`src/rtl/hsv_sweep_to_rgb_unit_defines.svh`:
```
// assertion macros used by rtl/hsv_sweep_to_rgb_unit.sv
`ifndef HSV_SWEEP_TO_RGB_UNIT_DEFINES_SVH
`define HSV_SWEEP_TO_RGB_UNIT_DEFINES_SVH

// same-cycle implication, checked out of reset
`define ASSERT_IMPL(label, clock, resetn, ante, cons, msg) \
    label: assert property (@(posedge clock) disable iff (!resetn) (ante) |-> (cons)) \
        else $error(msg);

// next-cycle implication, checked out of reset
`define ASSERT_NEXT(label, clock, resetn, ante, cons, msg) \
    label: assert property (@(posedge clock) disable iff (!resetn) (ante) |=> (cons)) \
        else $error(msg);

`endif

```
`src/rtl/hsvr_pkg.sv`:
```
`timescale 1ns / 1ps

package hsvr_pkg;

    localparam int HUE_W         = 9;
    localparam int FIELD_W       = 7;
    localparam int HUE_MAX       = 360;
    localparam int HUE_RESET     = 291;
    localparam int VAL_RESET     = 100;
    localparam int SECTOR_SPAN   = 60;
    localparam int OFFSET_W      = 6;
    localparam int TOP_VALUE_DEF = 100;
    localparam int SWEEP_W       = HUE_W + 1;

    localparam int ACTION_W   = 2;
    localparam int MODE_W     = 2;
    localparam int CFG_IDX_W  = 2;
    localparam int CFG_DATA_W = HUE_W;
    localparam int IN_DATA_W  = 24;
    localparam int IN_USER_W  = ACTION_W + MODE_W;
    localparam int OUT_DATA_W = 48;

    typedef enum logic [ACTION_W-1:0] {
        ACT_STEP    = 2'd0,
        ACT_LOAD    = 2'd1,
        ACT_REFRESH = 2'd2
    } action_t;

    typedef enum logic [MODE_W-1:0] {
        MODE_DISPLAY = 2'd0,
        MODE_HUE     = 2'd1,
        MODE_SAT     = 2'd2,
        MODE_BRIGHT  = 2'd3
    } mode_t;

    typedef enum logic [CFG_IDX_W-1:0] {
        CFG_HUE_STEP    = 2'd0,
        CFG_SAT_STEP    = 2'd1,
        CFG_BRIGHT_STEP = 2'd2
    } cfg_index_t;

    typedef enum logic [2:0] {
        SEC_0 = 3'd0,
        SEC_1 = 3'd1,
        SEC_2 = 3'd2,
        SEC_3 = 3'd3,
        SEC_4 = 3'd4,
        SEC_5 = 3'd5
    } sector_t;

    typedef struct packed {
        sector_t               sector;
        logic [OFFSET_W-1:0]   offset;
    } hue_split_t;

    // hue of 360 wraps into the first sector
    function automatic hue_split_t split_hue(input logic [HUE_W-1:0] h);
        hue_split_t res;
        if (h >= HUE_W'(HUE_MAX))
        begin
            res.sector = SEC_0;
            res.offset = OFFSET_W'(h - HUE_W'(HUE_MAX));
        end
        else if (h >= HUE_W'(5 * SECTOR_SPAN))
        begin
            res.sector = SEC_5;
            res.offset = OFFSET_W'(h - HUE_W'(5 * SECTOR_SPAN));
        end
        else if (h >= HUE_W'(4 * SECTOR_SPAN))
        begin
            res.sector = SEC_4;
            res.offset = OFFSET_W'(h - HUE_W'(4 * SECTOR_SPAN));
        end
        else if (h >= HUE_W'(3 * SECTOR_SPAN))
        begin
            res.sector = SEC_3;
            res.offset = OFFSET_W'(h - HUE_W'(3 * SECTOR_SPAN));
        end
        else if (h >= HUE_W'(2 * SECTOR_SPAN))
        begin
            res.sector = SEC_2;
            res.offset = OFFSET_W'(h - HUE_W'(2 * SECTOR_SPAN));
        end
        else if (h >= HUE_W'(SECTOR_SPAN))
        begin
            res.sector = SEC_1;
            res.offset = OFFSET_W'(h - HUE_W'(SECTOR_SPAN));
        end
        else
        begin
            res.sector = SEC_0;
            res.offset = OFFSET_W'(h);
        end
        return res;
    endfunction

endpackage

```
`src/rtl/hsvr_convert.sv`:
```
`timescale 1ns / 1ps

module hsvr_convert #(
    parameter int TOP_VALUE = hsvr_pkg::TOP_VALUE_DEF
) (
    input  logic                                clk,
    input  logic                                rst_n,
    input  logic                                start,
    input  logic [hsvr_pkg::HUE_W-1:0]          hue,
    input  logic [$clog2(TOP_VALUE+1)-1:0]      sat,
    input  logic [$clog2(TOP_VALUE+1)-1:0]      bright,
    output logic                                done,
    output logic [$clog2(TOP_VALUE+1)-1:0]      red,
    output logic [$clog2(TOP_VALUE+1)-1:0]      green,
    output logic [$clog2(TOP_VALUE+1)-1:0]      blue
);
    import hsvr_pkg::*;

    localparam int VW     = $clog2(TOP_VALUE + 1);
    localparam int S_TOP  = 2 * VW;
    localparam int S_SPAN = VW + OFFSET_W;
    localparam int MW     = (2 * VW + 1 > VW + OFFSET_W + 1) ? 2 * VW + 1 : VW + OFFSET_W + 1;
    localparam int PW     = 2 * MW;
    // truncated reciprocals, the quotient is at most one short
    localparam int M_TOP  = (1 << S_TOP) / TOP_VALUE;
    localparam int M_SPAN = (1 << S_SPAN) / SECTOR_SPAN;

    typedef enum logic [3:0] {
        C_IDLE,
        C_MX,
        C_MQ,
        C_MR,
        C_VMIN,
        C_MY,
        C_YQ,
        C_YR,
        C_FIN
    } cstate_t;

    cstate_t             state_reg, state_next;
    sector_t             sector_reg, sector_next;
    logic [OFFSET_W-1:0] offset_reg, offset_next;
    logic [VW-1:0]       sat_reg, sat_next;
    logic [VW-1:0]       bright_reg, bright_next;
    logic [PW-1:0]       prod_reg, prod_next;
    logic [MW-1:0]       x_reg, x_next;
    logic [MW-1:0]       q_reg, q_next;
    logic [MW-1:0]       y_reg, y_next;
    logic [VW-1:0]       vmin_reg, vmin_next;
    logic [VW-1:0]       red_reg, red_next;
    logic [VW-1:0]       green_reg, green_next;
    logic [VW-1:0]       blue_reg, blue_next;
    logic                done_reg, done_next;

    logic [MW-1:0]       mul_a, mul_b;
    logic [MW-1:0]       rem;
    logic [VW-1:0]       a_val, rise, fall;
    hue_split_t          split;

    assign split     = split_hue(hue);
    // the one shared multiplier
    assign prod_next = PW'(mul_a) * PW'(mul_b);

    always_comb
    begin
        state_next  = state_reg;
        sector_next = sector_reg;
        offset_next = offset_reg;
        sat_next    = sat_reg;
        bright_next = bright_reg;
        x_next      = x_reg;
        q_next      = q_reg;
        y_next      = y_reg;
        vmin_next   = vmin_reg;
        red_next    = red_reg;
        green_next  = green_reg;
        blue_next   = blue_reg;
        done_next   = 1'b0;
        mul_a       = '0;
        mul_b       = '0;
        rem         = '0;
        a_val       = '0;
        rise        = '0;
        fall        = '0;

        unique case (state_reg)
            C_IDLE:
            begin
                if (start)
                begin
                    sector_next = split.sector;
                    offset_next = split.offset;
                    sat_next    = sat;
                    bright_next = bright;
                    state_next  = C_MX;
                end
            end
            C_MX:
            begin
                mul_a      = MW'(bright_reg);
                mul_b      = MW'(TOP_VALUE) - MW'(sat_reg);
                state_next = C_MQ;
            end
            C_MQ:
            begin
                x_next     = prod_reg[MW-1:0];
                mul_a      = prod_reg[MW-1:0];
                mul_b      = MW'(M_TOP);
                state_next = C_MR;
            end
            C_MR:
            begin
                q_next     = prod_reg[S_TOP +: MW];
                mul_a      = prod_reg[S_TOP +: MW];
                mul_b      = MW'(TOP_VALUE);
                state_next = C_VMIN;
            end
            C_VMIN:
            begin
                rem        = x_reg - prod_reg[MW-1:0];
                vmin_next  = (rem >= MW'(TOP_VALUE)) ? VW'(q_reg + MW'(1)) : VW'(q_reg);
                state_next = C_MY;
            end
            C_MY:
            begin
                mul_a      = MW'(bright_reg) - MW'(vmin_reg);
                mul_b      = MW'(offset_reg);
                state_next = C_YQ;
            end
            C_YQ:
            begin
                y_next     = prod_reg[MW-1:0];
                mul_a      = prod_reg[MW-1:0];
                mul_b      = MW'(M_SPAN);
                state_next = C_YR;
            end
            C_YR:
            begin
                q_next     = prod_reg[S_SPAN +: MW];
                mul_a      = prod_reg[S_SPAN +: MW];
                mul_b      = MW'(SECTOR_SPAN);
                state_next = C_FIN;
            end
            C_FIN:
            begin
                rem   = y_reg - prod_reg[MW-1:0];
                a_val = (rem >= MW'(SECTOR_SPAN)) ? VW'(q_reg + MW'(1)) : VW'(q_reg);
                rise  = vmin_reg + a_val;
                fall  = bright_reg - a_val;
                unique case (sector_reg)
                    SEC_0:
                    begin
                        red_next = bright_reg; green_next = rise; blue_next = vmin_reg;
                    end
                    SEC_1:
                    begin
                        red_next = fall; green_next = bright_reg; blue_next = vmin_reg;
                    end
                    SEC_2:
                    begin
                        red_next = vmin_reg; green_next = bright_reg; blue_next = rise;
                    end
                    SEC_3:
                    begin
                        red_next = vmin_reg; green_next = fall; blue_next = bright_reg;
                    end
                    SEC_4:
                    begin
                        red_next = rise; green_next = vmin_reg; blue_next = bright_reg;
                    end
                    default:
                    begin
                        red_next = bright_reg; green_next = vmin_reg; blue_next = fall;
                    end
                endcase
                done_next  = 1'b1;
                state_next = C_IDLE;
            end
            default:
            begin
                state_next = C_IDLE;
            end
        endcase
    end

    always_ff @(posedge clk or negedge rst_n)
    begin
        if (!rst_n)
        begin
            state_reg  <= C_IDLE;
            sector_reg <= SEC_0;
            offset_reg <= '0;
            sat_reg    <= '0;
            bright_reg <= '0;
            prod_reg   <= '0;
            x_reg      <= '0;
            q_reg      <= '0;
            y_reg      <= '0;
            vmin_reg   <= '0;
            red_reg    <= '0;
            green_reg  <= '0;
            blue_reg   <= '0;
            done_reg   <= 1'b0;
        end
        else
        begin
            state_reg  <= state_next;
            sector_reg <= sector_next;
            offset_reg <= offset_next;
            sat_reg    <= sat_next;
            bright_reg <= bright_next;
            prod_reg   <= prod_next;
            x_reg      <= x_next;
            q_reg      <= q_next;
            y_reg      <= y_next;
            vmin_reg   <= vmin_next;
            red_reg    <= red_next;
            green_reg  <= green_next;
            blue_reg   <= blue_next;
            done_reg   <= done_next;
        end
    end

    assign done  = done_reg;
    assign red   = red_reg;
    assign green = green_reg;
    assign blue  = blue_reg;

endmodule

```
`src/rtl/hsv_sweep_to_rgb_unit.sv`:
```
`timescale 1ns / 1ps
`include "hsv_sweep_to_rgb_unit_defines.svh"

// Holds a color as hue (0..360), saturation and brightness (0..TOP_VALUE) with one
// sweep-direction flag. A step item moves the value picked by mode by its configured
// step, clamping at the range ends and turning the flag there; a load item replaces
// and clamps all three; every item returns one result with the HSV-to-RGB duty values
// and the values now held. One item is taken at a time: an accepted item passes the
// update state, eight steps of the conversion sequencer around its single shared
// multiplier, and the move of the finished conversion into the output register,
// and the next item is taken only after that. While the output register still holds
// an unaccepted result, the finished conversion waits and the input stays closed.
// Step registers are written through the cfg port at any time the block is idle;
// the cfg port is always ready.
module hsv_sweep_to_rgb_unit #(
    parameter int TOP_VALUE = hsvr_pkg::TOP_VALUE_DEF
) (
    input  logic                               clk,
    input  logic                               rst_n,
    input  logic                               s_axis_tvalid,
    output logic                               s_axis_tready,
    // new_hue[8:0], new_sat[15:9], new_bright[22:16], zero fill above
    input  logic [hsvr_pkg::IN_DATA_W-1:0]     s_axis_tdata,
    // action[1:0], mode[3:2]
    input  logic [hsvr_pkg::IN_USER_W-1:0]     s_axis_tuser,
    output logic                               m_axis_tvalid,
    input  logic                               m_axis_tready,
    // red[6:0], green[13:7], blue[20:14], hue_now[29:21], sat_now[36:30],
    // bright_now[43:37], zero fill above
    output logic [hsvr_pkg::OUT_DATA_W-1:0]    m_axis_tdata,
    input  logic                               cfg_valid,
    output logic                               cfg_ready,
    input  logic [hsvr_pkg::CFG_IDX_W-1:0]     cfg_index,
    input  logic [hsvr_pkg::CFG_DATA_W-1:0]    cfg_data
);
    import hsvr_pkg::*;

    localparam int VW = $clog2(TOP_VALUE + 1);
    localparam int VAL_INIT = (VAL_RESET > TOP_VALUE) ? TOP_VALUE : VAL_RESET;

    typedef enum logic [1:0] {
        ST_IDLE,
        ST_UPDATE,
        ST_CONV,
        ST_HOLD
    } state_t;

    state_t                state_reg, state_next;
    logic [HUE_W-1:0]      hue_step_reg, hue_step_next;
    logic [FIELD_W-1:0]    sat_step_reg, sat_step_next;
    logic [FIELD_W-1:0]    bright_step_reg, bright_step_next;
    logic [HUE_W-1:0]      hue_value_reg, hue_value_next;
    logic [VW-1:0]         sat_value_reg, sat_value_next;
    logic [VW-1:0]         bright_value_reg, bright_value_next;
    logic                  sweep_up_reg, sweep_up_next;
    logic [ACTION_W-1:0]   action_reg, action_next;
    mode_t                 mode_reg, mode_next;
    logic [HUE_W-1:0]      new_hue_reg, new_hue_next;
    logic [FIELD_W-1:0]    new_sat_reg, new_sat_next;
    logic [FIELD_W-1:0]    new_bright_reg, new_bright_next;
    logic                  out_valid_reg, out_valid_next;
    logic [OUT_DATA_W-1:0] out_data_reg, out_data_next;

    logic [SWEEP_W-1:0]    sw_cur, sw_step, sw_hi, sw_sum, sw_res;
    logic                  sw_flip;
    logic                  out_free, out_load;
    logic                  conv_start, conv_done;
    logic [VW-1:0]         conv_red, conv_green, conv_blue;

    // shared sweep adder for whichever value mode picks
    always_comb
    begin
        unique case (mode_reg)
            MODE_HUE:
            begin
                sw_cur  = SWEEP_W'(hue_value_reg);
                sw_step = SWEEP_W'(hue_step_reg);
                sw_hi   = SWEEP_W'(HUE_MAX);
            end
            MODE_SAT:
            begin
                sw_cur  = SWEEP_W'(sat_value_reg);
                sw_step = SWEEP_W'(sat_step_reg);
                sw_hi   = SWEEP_W'(TOP_VALUE);
            end
            MODE_BRIGHT:
            begin
                sw_cur  = SWEEP_W'(bright_value_reg);
                sw_step = SWEEP_W'(bright_step_reg);
                sw_hi   = SWEEP_W'(TOP_VALUE);
            end
            MODE_DISPLAY:
            begin
                sw_cur  = '0;
                sw_step = '0;
                sw_hi   = '0;
            end
        endcase
        sw_sum = sw_cur + sw_step;
        if (sweep_up_reg)
        begin
            sw_flip = (sw_sum >= sw_hi);
            sw_res  = sw_flip ? sw_hi : sw_sum;
        end
        else
        begin
            // no wrap below zero
            sw_flip = (sw_cur <= sw_step);
            sw_res  = sw_flip ? '0 : sw_cur - sw_step;
        end
    end

    assign out_free      = !out_valid_reg || m_axis_tready;
    assign s_axis_tready = (state_reg == ST_IDLE);
    assign cfg_ready     = 1'b1;

    always_comb
    begin
        state_next        = state_reg;
        hue_step_next     = hue_step_reg;
        sat_step_next     = sat_step_reg;
        bright_step_next  = bright_step_reg;
        hue_value_next    = hue_value_reg;
        sat_value_next    = sat_value_reg;
        bright_value_next = bright_value_reg;
        sweep_up_next     = sweep_up_reg;
        action_next       = action_reg;
        mode_next         = mode_reg;
        new_hue_next      = new_hue_reg;
        new_sat_next      = new_sat_reg;
        new_bright_next   = new_bright_reg;
        out_data_next     = out_data_reg;
        conv_start        = 1'b0;
        out_load          = 1'b0;

        if (cfg_valid)
        begin
            unique case (cfg_index)
                CFG_HUE_STEP:    hue_step_next    = cfg_data;
                CFG_SAT_STEP:    sat_step_next    = cfg_data[FIELD_W-1:0];
                CFG_BRIGHT_STEP: bright_step_next = cfg_data[FIELD_W-1:0];
                default:         ;
            endcase
        end

        unique case (state_reg)
            ST_IDLE:
            begin
                if (s_axis_tvalid)
                begin
                    action_next     = s_axis_tuser[ACTION_W-1:0];
                    mode_next       = mode_t'(s_axis_tuser[ACTION_W +: MODE_W]);
                    new_hue_next    = s_axis_tdata[HUE_W-1:0];
                    new_sat_next    = s_axis_tdata[HUE_W +: FIELD_W];
                    new_bright_next = s_axis_tdata[HUE_W + FIELD_W +: FIELD_W];
                    state_next      = ST_UPDATE;
                end
            end
            ST_UPDATE:
            begin
                unique case (action_reg)
                    ACT_STEP:
                    begin
                        unique case (mode_reg)
                            MODE_HUE:     hue_value_next    = HUE_W'(sw_res);
                            MODE_SAT:     sat_value_next    = VW'(sw_res);
                            MODE_BRIGHT:  bright_value_next = VW'(sw_res);
                            MODE_DISPLAY: ;
                        endcase
                        if (mode_reg != MODE_DISPLAY && sw_flip)
                        begin
                            sweep_up_next = !sweep_up_reg;
                        end
                    end
                    ACT_LOAD:
                    begin
                        hue_value_next = (new_hue_reg > HUE_W'(HUE_MAX)) ?
                                         HUE_W'(HUE_MAX) : new_hue_reg;
                        sat_value_next = (SWEEP_W'(new_sat_reg) > SWEEP_W'(TOP_VALUE)) ?
                                         VW'(TOP_VALUE) : VW'(new_sat_reg);
                        bright_value_next =
                            (SWEEP_W'(new_bright_reg) > SWEEP_W'(TOP_VALUE)) ?
                            VW'(TOP_VALUE) : VW'(new_bright_reg);
                    end
                    default:
                    begin
                        // refresh and the unused code leave the values alone
                    end
                endcase
                conv_start = 1'b1;
                state_next = ST_CONV;
            end
            ST_CONV:
            begin
                if (conv_done)
                begin
                    if (out_free)
                    begin
                        out_load   = 1'b1;
                        state_next = ST_IDLE;
                    end
                    else
                    begin
                        state_next = ST_HOLD;
                    end
                end
            end
            ST_HOLD:
            begin
                if (out_free)
                begin
                    out_load   = 1'b1;
                    state_next = ST_IDLE;
                end
            end
        endcase

        if (out_load)
        begin
            out_data_next = {4'b0000,
                             FIELD_W'(bright_value_reg),
                             FIELD_W'(sat_value_reg),
                             hue_value_reg,
                             FIELD_W'(conv_blue),
                             FIELD_W'(conv_green),
                             FIELD_W'(conv_red)};
        end

        if (out_load)
        begin
            out_valid_next = 1'b1;
        end
        else if (m_axis_tready)
        begin
            out_valid_next = 1'b0;
        end
        else
        begin
            out_valid_next = out_valid_reg;
        end
    end

    hsvr_convert #(
        .TOP_VALUE (TOP_VALUE)
    ) u_convert (
        .clk    (clk),
        .rst_n  (rst_n),
        .start  (conv_start),
        .hue    (hue_value_next),
        .sat    (sat_value_next),
        .bright (bright_value_next),
        .done   (conv_done),
        .red    (conv_red),
        .green  (conv_green),
        .blue   (conv_blue)
    );

    always_ff @(posedge clk or negedge rst_n)
    begin
        if (!rst_n)
        begin
            state_reg        <= ST_IDLE;
            hue_step_reg     <= HUE_W'(1);
            sat_step_reg     <= FIELD_W'(1);
            bright_step_reg  <= FIELD_W'(1);
            hue_value_reg    <= HUE_W'(HUE_RESET);
            sat_value_reg    <= VW'(VAL_INIT);
            bright_value_reg <= VW'(VAL_INIT);
            sweep_up_reg     <= 1'b1;
            action_reg       <= '0;
            mode_reg         <= MODE_DISPLAY;
            new_hue_reg      <= '0;
            new_sat_reg      <= '0;
            new_bright_reg   <= '0;
            out_valid_reg    <= 1'b0;
            out_data_reg     <= '0;
        end
        else
        begin
            state_reg        <= state_next;
            hue_step_reg     <= hue_step_next;
            sat_step_reg     <= sat_step_next;
            bright_step_reg  <= bright_step_next;
            hue_value_reg    <= hue_value_next;
            sat_value_reg    <= sat_value_next;
            bright_value_reg <= bright_value_next;
            sweep_up_reg     <= sweep_up_next;
            action_reg       <= action_next;
            mode_reg         <= mode_next;
            new_hue_reg      <= new_hue_next;
            new_sat_reg      <= new_sat_next;
            new_bright_reg   <= new_bright_next;
            out_valid_reg    <= out_valid_next;
            out_data_reg     <= out_data_next;
        end
    end

    assign m_axis_tvalid = out_valid_reg;
    assign m_axis_tdata  = out_data_reg;

    `ASSERT_IMPL(a_done_only_in_conv, clk, rst_n, conv_done, state_reg == ST_CONV, "conversion finished while not waiting for it")
    `ASSERT_IMPL(a_values_in_range, clk, rst_n, 1'b1, (hue_value_reg <= HUE_W'(HUE_MAX)) && (SWEEP_W'(sat_value_reg) <= SWEEP_W'(TOP_VALUE)) && (SWEEP_W'(bright_value_reg) <= SWEEP_W'(TOP_VALUE)), "held hsv value out of range")
    `ASSERT_NEXT(a_values_hold_in_conv, clk, rst_n, state_reg == ST_CONV, $stable(hue_value_reg) && $stable(sat_value_reg) && $stable(bright_value_reg) && $stable(sweep_up_reg), "held values changed during conversion")

endmodule

```
`config.mk`:
```
export PLATFORM = sky130hd
export DESIGN_NAME = hsv_sweep_to_rgb_unit
export DESIGN_NICKNAME = d
export VERILOG_FILES = /design/src/rtl/hsvr_pkg.sv /design/src/rtl/hsvr_convert.sv /design/src/rtl/hsv_sweep_to_rgb_unit.sv
export VERILOG_INCLUDE_DIRS = /design/src /design/src/rtl
export SDC_FILE = /design/constraint.sdc
export NUM_CORES = 1
export LEC_CHECK = 0
export ABC_AREA = 1
export BUFFER_PORTS_ARGS = -buffer_cell sky130_fd_sc_hd__buf_2
export CAP_MARGIN = 15
export CORE_UTILIZATION = 29
export CTS_CLUSTER_SIZE = 25
export DETAILED_ROUTE_END_ITERATION = 10
export SYNTH_ARGS = -nofsm -noshare
export SYNTH_HDL_FRONTEND = slang
export SYNTH_HIERARCHICAL = 1
export SYNTH_SLANG_ARGS = --single-unit
```
`constraint.sdc`:
```
create_clock -name clk -period 7.5 [get_ports clk]
set_input_delay 1.5 -clock clk [delete_from_list [all_inputs] [get_ports clk]]
set_output_delay 1.5 -clock clk [all_outputs]
set_load 0.01 [all_outputs]
```
======== After elaboration in Yosys (flattened, before gate mapping) ========
Cells that the tools add are included.
word-level totals
  input bits .............................. 44
  register bits after elaboration ......... 243
  output and inout bits ................... 51
  word-level logic and storage cells ...... 156
operators by class
  $add $sub $neg .......................... 15
  multipliers ............................. 1
  $lt $le $gt $ge ......................... 13
  eq/ne operators ......................... 25
  reductions and logical operators ........ 26
  multiplexer cells ....................... 47
operators with widths
  operator                                                             count
  2-to-1 mux 9 bit                                                     11
  case mux 15 bit (6 select lines)                                     1
  case mux 10 bit (4 select lines)                                     2
  case mux 15 bit (5 select lines)                                     1
  2-to-1 mux 7 bit                                                     9
  case mux 7 bit (3 select lines)                                      3
  case mux 7 bit (2 select lines)                                      3
  subtractor 6 bit (second input constant)                             6
  case mux 4 bit (8 select lines)                                      1
  case mux 10 bit (3 select lines)                                     1
  subtractor 15 bit                                                    2
  multiplier 15 x 15 -> 29 bit                                         1
  greater-or-equal comparator 9 x 8 -> 1 bit (second input constant)   2
  greater-or-equal comparator 9 bit (second input constant)            2
  case mux 9 bit (2 select lines)                                      1
  equality test 4 x 3 -> 1 bit (second input constant)                 4
  greater-or-equal comparator 15 x 6 -> 1 bit (second input constant)  1
  greater-or-equal comparator 15 x 7 -> 1 bit (second input constant)  1
  greater-than comparator 7 bit (second input constant)                2
  OR reduction 2 bit                                                   6
  adder 10 bit                                                         1
  equality test 2 bit (second input constant)                          5
  greater-or-equal comparator 10 bit                                   1
  <= comparator 10 bit                                                 1
  other kinds (32)                                                     59

======== Longest topological paths before layout ========
  depth in word-level cells ............... 16
  mapped depth ............................ 43
  gate-level depth less buffers ........... 41

======== Modules after synthesis ========
Netlist, hierarchy kept.
by module, submodules not included
  module                 cells an instance  area each (um^2)  seq. area each (um^2)  instances
  hsvr_convert           1897               14806.7           3052.9                 1
  hsv_sweep_to_rgb_unit  803                6736.5            3045.4                 1

======== Worst setup path before layout ========
Ideal clock, no wire load.
  path type ............................... register to register
  start point ............................. register u_convert.bright_reg[0]
  end point ............................... register u_convert.prod_reg[24]
  setup slack ............................. 0.740 ns
  arrival ................................. 6.681 ns
  data required time ...................... 7.421 ns
  clock period less this slack ............ 6.760 ns
  cell stages (with the launch flop) ...... 34
  path buffers ............................ 0
  library setup time ...................... 0.079 ns
  cells stage by stage .................... dfrtp_1 > inv_1 > ha_1 > inv_1 > fa_1 > inv_1 > o31ai_1 > inv_1 > nor2_1 > nor2_1 > nor2_1 > nor2_1 > inv_1 > a21oi_1 > o21ai_0 > nand2_1 > nand2_1 > fa_1 > fa_1 > inv_1 > fa_1 > fa_1 > fa_1 > inv_1 > fa_1 > inv_1 > ha_1 > nand2_1 > nor4_1 > a21oi_1 > o21bai_1 > nand3_1 > nand2_1 > xor2_1
between the ends
  longest elaborated chain between the ends .. 3
RTL lines
  element                               RTL line             text
  start, declared                       hsvr_convert.sv:44   logic [VW-1:0] bright_reg, bright_next;
  start signal, assigned                hsvr_convert.sv:211  bright_reg <= bright_next;
  subtractor 7 x 7 -> 8 bit             hsvr_convert.sv:126  mul_a = MW'(bright_reg) - MW'(vmin_reg);
  case mux 15 bit (5 select lines) (*)  hsvr_convert.sv:86   unique case (state_reg)
  multiplier 15 x 15 -> 29 bit (*)      hsvr_convert.sv:62   assign prod_next = PW'(mul_a) * PW'(mul_b);
  via u_convert.prod_next[24]           hsvr_convert.sv:45   logic [PW-1:0] prod_reg, prod_next;
  end signal, assigned                  hsvr_convert.sv:212  prod_reg <= prod_next;
  end, declared                         hsvr_convert.sv:45
The timed path passes the listed nets; every way through them passes the cells marked *.
A chain may end at the register's enable or synchronous reset.

======== Worst setup path in the final report ========
  start point ............................. register u_convert.bright_reg[1]
  end point ............................... register u_convert.prod_reg[24]
The elaborated chain is that of the path after synthesis.

==> impl_metrics.json <==
{
  "status": "finished with violations",
  "largest_register_ffs": 44,
  "yosys.cell_types.count": 60,
  "netlist_area_um2": 21500,
  "start_util_pct": 29.4,
  "clk_pin_slew_ps": 60,
  "cp_common_cell": "nor2_1",
  "grtUsageMet2_pct": 25.7,
  "drive_above_1_share_pct": 13.0,
  "clock.fmax_ghz": 0.140,
  "grt_pass1_wl_um": 93600,
  "met3_usage_pct": 1.96,
  "period_needed_ps": 7150,
  "cts_root_buf": "clkbuf_16",
  "cp_num_buf_inv": 5,
  "fp.dieH_um": 275,
  "arrival_ps": 7640,
  "core_area_um2": 73200,
  "wl_per_cell_um": 15.0,
  "use_met1_pct": 21.4,
  "place.gp.congestion": 0.956,
  "drt-total-wl_um": 57700,
  "r2r_cells": 32,
  "hold_slack_ps": 478,
  "final.period_utilization_pct": 95.3,
  "io_buffers": 88,
  "vias": 17800,
  "synth_ff_type": "dfrtp_1",
  "maxSlewViolCount": 0,
  "startpoint_type": "register",
  "worstMarginPinSlew_ps": 1040,
  "setup_viol": 0,
  "clkLatencyLatePin_ps": 590,
  "synth-seq-cells": 243,
  "synth_edf_count": 0,
  "globalRouteTotalUtil_pct": 15.5,
  "numCtsBuffers": 29,
  "finalHoldViolCount": 0,
  "crit_type": "register to register",
  "tritoncts": "done",
  "finalSetupTns_ps": 0,
  "endpoint_kind": "register",
  "cpPeakStageDelay_ps": 570,
  "dpl.hpwl_um": 47100,
  "cp.depth": 32,
  "layout_commonest_cell": "nand2_1",
  "grt_antenna_before_repair": 0,
  "grt_most_used_layer": "met2",
  "drtIter0Drc": 1157,
  "fin_skew_ps": 27.0,
  "yosys_warnings": 6,
  "grt-ovfl-total": 0,
  "final_nets": 3249,
  "viasPerCell": 4.63,
  "grt_pass1_vias": 17500,
  "num_antenna_cells": 0,
  "h-tree-depth": 1,
  "drcViolationCount": 13,
  "required_ps": 7990,
  "violations": "DRC",
  "min_path_cells": 2,
  "hold_path.class": "register to register",
  "layout_common_cells": "nand2_1 (601), inv_1 (504), dfrtp_1 (228), nor2_1 (189), ha_1 (167)",
  "grt_max_degree": 108,
  "ios": 95,
  "cts.hold.buffers_added": 0,
  "areaGrowthSynthToFinish_pct": 14.9,
  "floorplan.die_area_um2": 75400,
  "avgSynthCellArea_um2": 7.98,
  "cap_viol_max_count": 0,
  "slew_headroom_pct": 30.0,
  "die_w_um": 275,
  "ant_nets": 0,
  "cts_sinks": 243,
  "seq_area_frac_synth_pct": 28.3,
  "async_flop_share_pct": 100,
  "cp_slowest_cell": "fa_1",
  "cp_max_fo": 5,
  "dr.pass1.iters": 9,
  "critical_path.top_delay_family": "adder cells",
  "synth_cells": 2700,
  "rows": 99,
  "cts_buffer_depth": 3
}
## cells by family (layout without fill, tap and decap cells)
kind of cell / after synthesis / after routing / synth area share (%)
multiplexers: 45 / 45 / 2.35
XOR/XNOR: 71 / 71 / 2.89
other: 4 / 42 / 0.0697
AO/OA/AOI/OAI: 403 / 403 / 11.2
buffers and inverters: 580 / 739 / 10.4
AND/OR/NAND/NOR: 1024 / 1025 / 20.1
adder cells (fa/ha/maj): 330 / 330 / 24.7
flip-flops: 243 / 243 / 28.3
## final cells by class
cell class	instances	area (um^2)
timing repair buffer	161	998
clock buffer	42	845
tap	959	1200
sequential	243	6100
inverter	524	1970
fill	7685	48500
clock inverter	12	180
multi-input combinational	1916	13500
## what timing repair did
action	CTS	global route
gates resized for setup	0	31
setup endpoints to repair	0	11
buffers inserted	0	7
## stage by stage
stage                     cell area [um^2]  utilization, %  setup slack (ps)  instances
after detailed placement             23600            32.2               109       3795
after floorplan                      21700               -               740       2738
final                                24700            33.8               354       3857
after global routing                 24700            33.8             -15.4       3857
after global placement               23600            32.2               169       3795
after CTS                            24600            33.6              70.3       3849
## path summary, 6_finish.rpt
path / startpoint / endpoint / slack, ps
worst max-delay path: u_convert/bright_reg[1] / u_convert/prod_reg[24] / 350
worst min-delay path: m_axis_tdata[26] / m_axis_tdata[26] / 480
worst max register to register: u_convert/bright_reg[1] / u_convert/prod_reg[24] / 350
worst min register to register: m_axis_tdata[26] / m_axis_tdata[26] / 480
max in group asynchronous: rst_n / m_axis_tdata[10] / 5080
min in group asynchronous: rst_n / new_hue_reg[1] / 960
## cells in the mapped netlist (5+ instances only)
master	instances	area, um^2
a211oi_1	10	75.1
a21boi_1	7	52.6
a21o_1	7	52.6
a21oi_1	112	561
a221oi_1	19	166
a31oi_1	9	56.3
buf_1	5	18.8
buf_2	9	45.0
buf_4	8	60.1
clkbuf_1	32	120
dfrtp_1	229	5730
dfstp_2	14	368
fa_1	159	3180
ha_1	171	2140
inv_1	509	1910
inv_2	14	52.6
mux2_2	45	507
nand2_1	607	2280
nand2_2	22	138
nand3_1	125	626
nand3_2	9	90.1
nand3b_1	7	52.6
nand4_1	19	119
nor2_1	192	721
nor2_2	11	68.8
nor3_1	11	55.1
o211ai_1	15	113
o21a_1	8	60.1
o21ai_0	150	751
o21ai_1	5	25.0
o21bai_1	6	45.0
o221a_2	6	67.6
o22ai_1	22	138
o31ai_1	5	37.5
xnor2_1	18	158
xor2_1	53	464
## worst register-to-register path, delay by kind of cell (launching register included)
kind | cells | cell delay (ps)
AO/OA/AOI/OAI | 4 | 630
XOR/XNOR | 1 | 160
adder cells (fa/ha/maj) | 8 | 3720
buffers and inverters | 5 | 500
flip-flops | 1 | 430
AND/OR/NAND/NOR | 14 | 1590
## layer usage
metal | wire, um | share of wire, %
met1 | 26900 | 47
met2 | 26900 | 47
met3 | 2870 | 5.0
met4 | 1110 | 1.9
met5 | 0 | 0
Power is left out: the tool's default activity adds up to more than one toggle a clock period on the data nets, which glitch-free logic cannot reach.
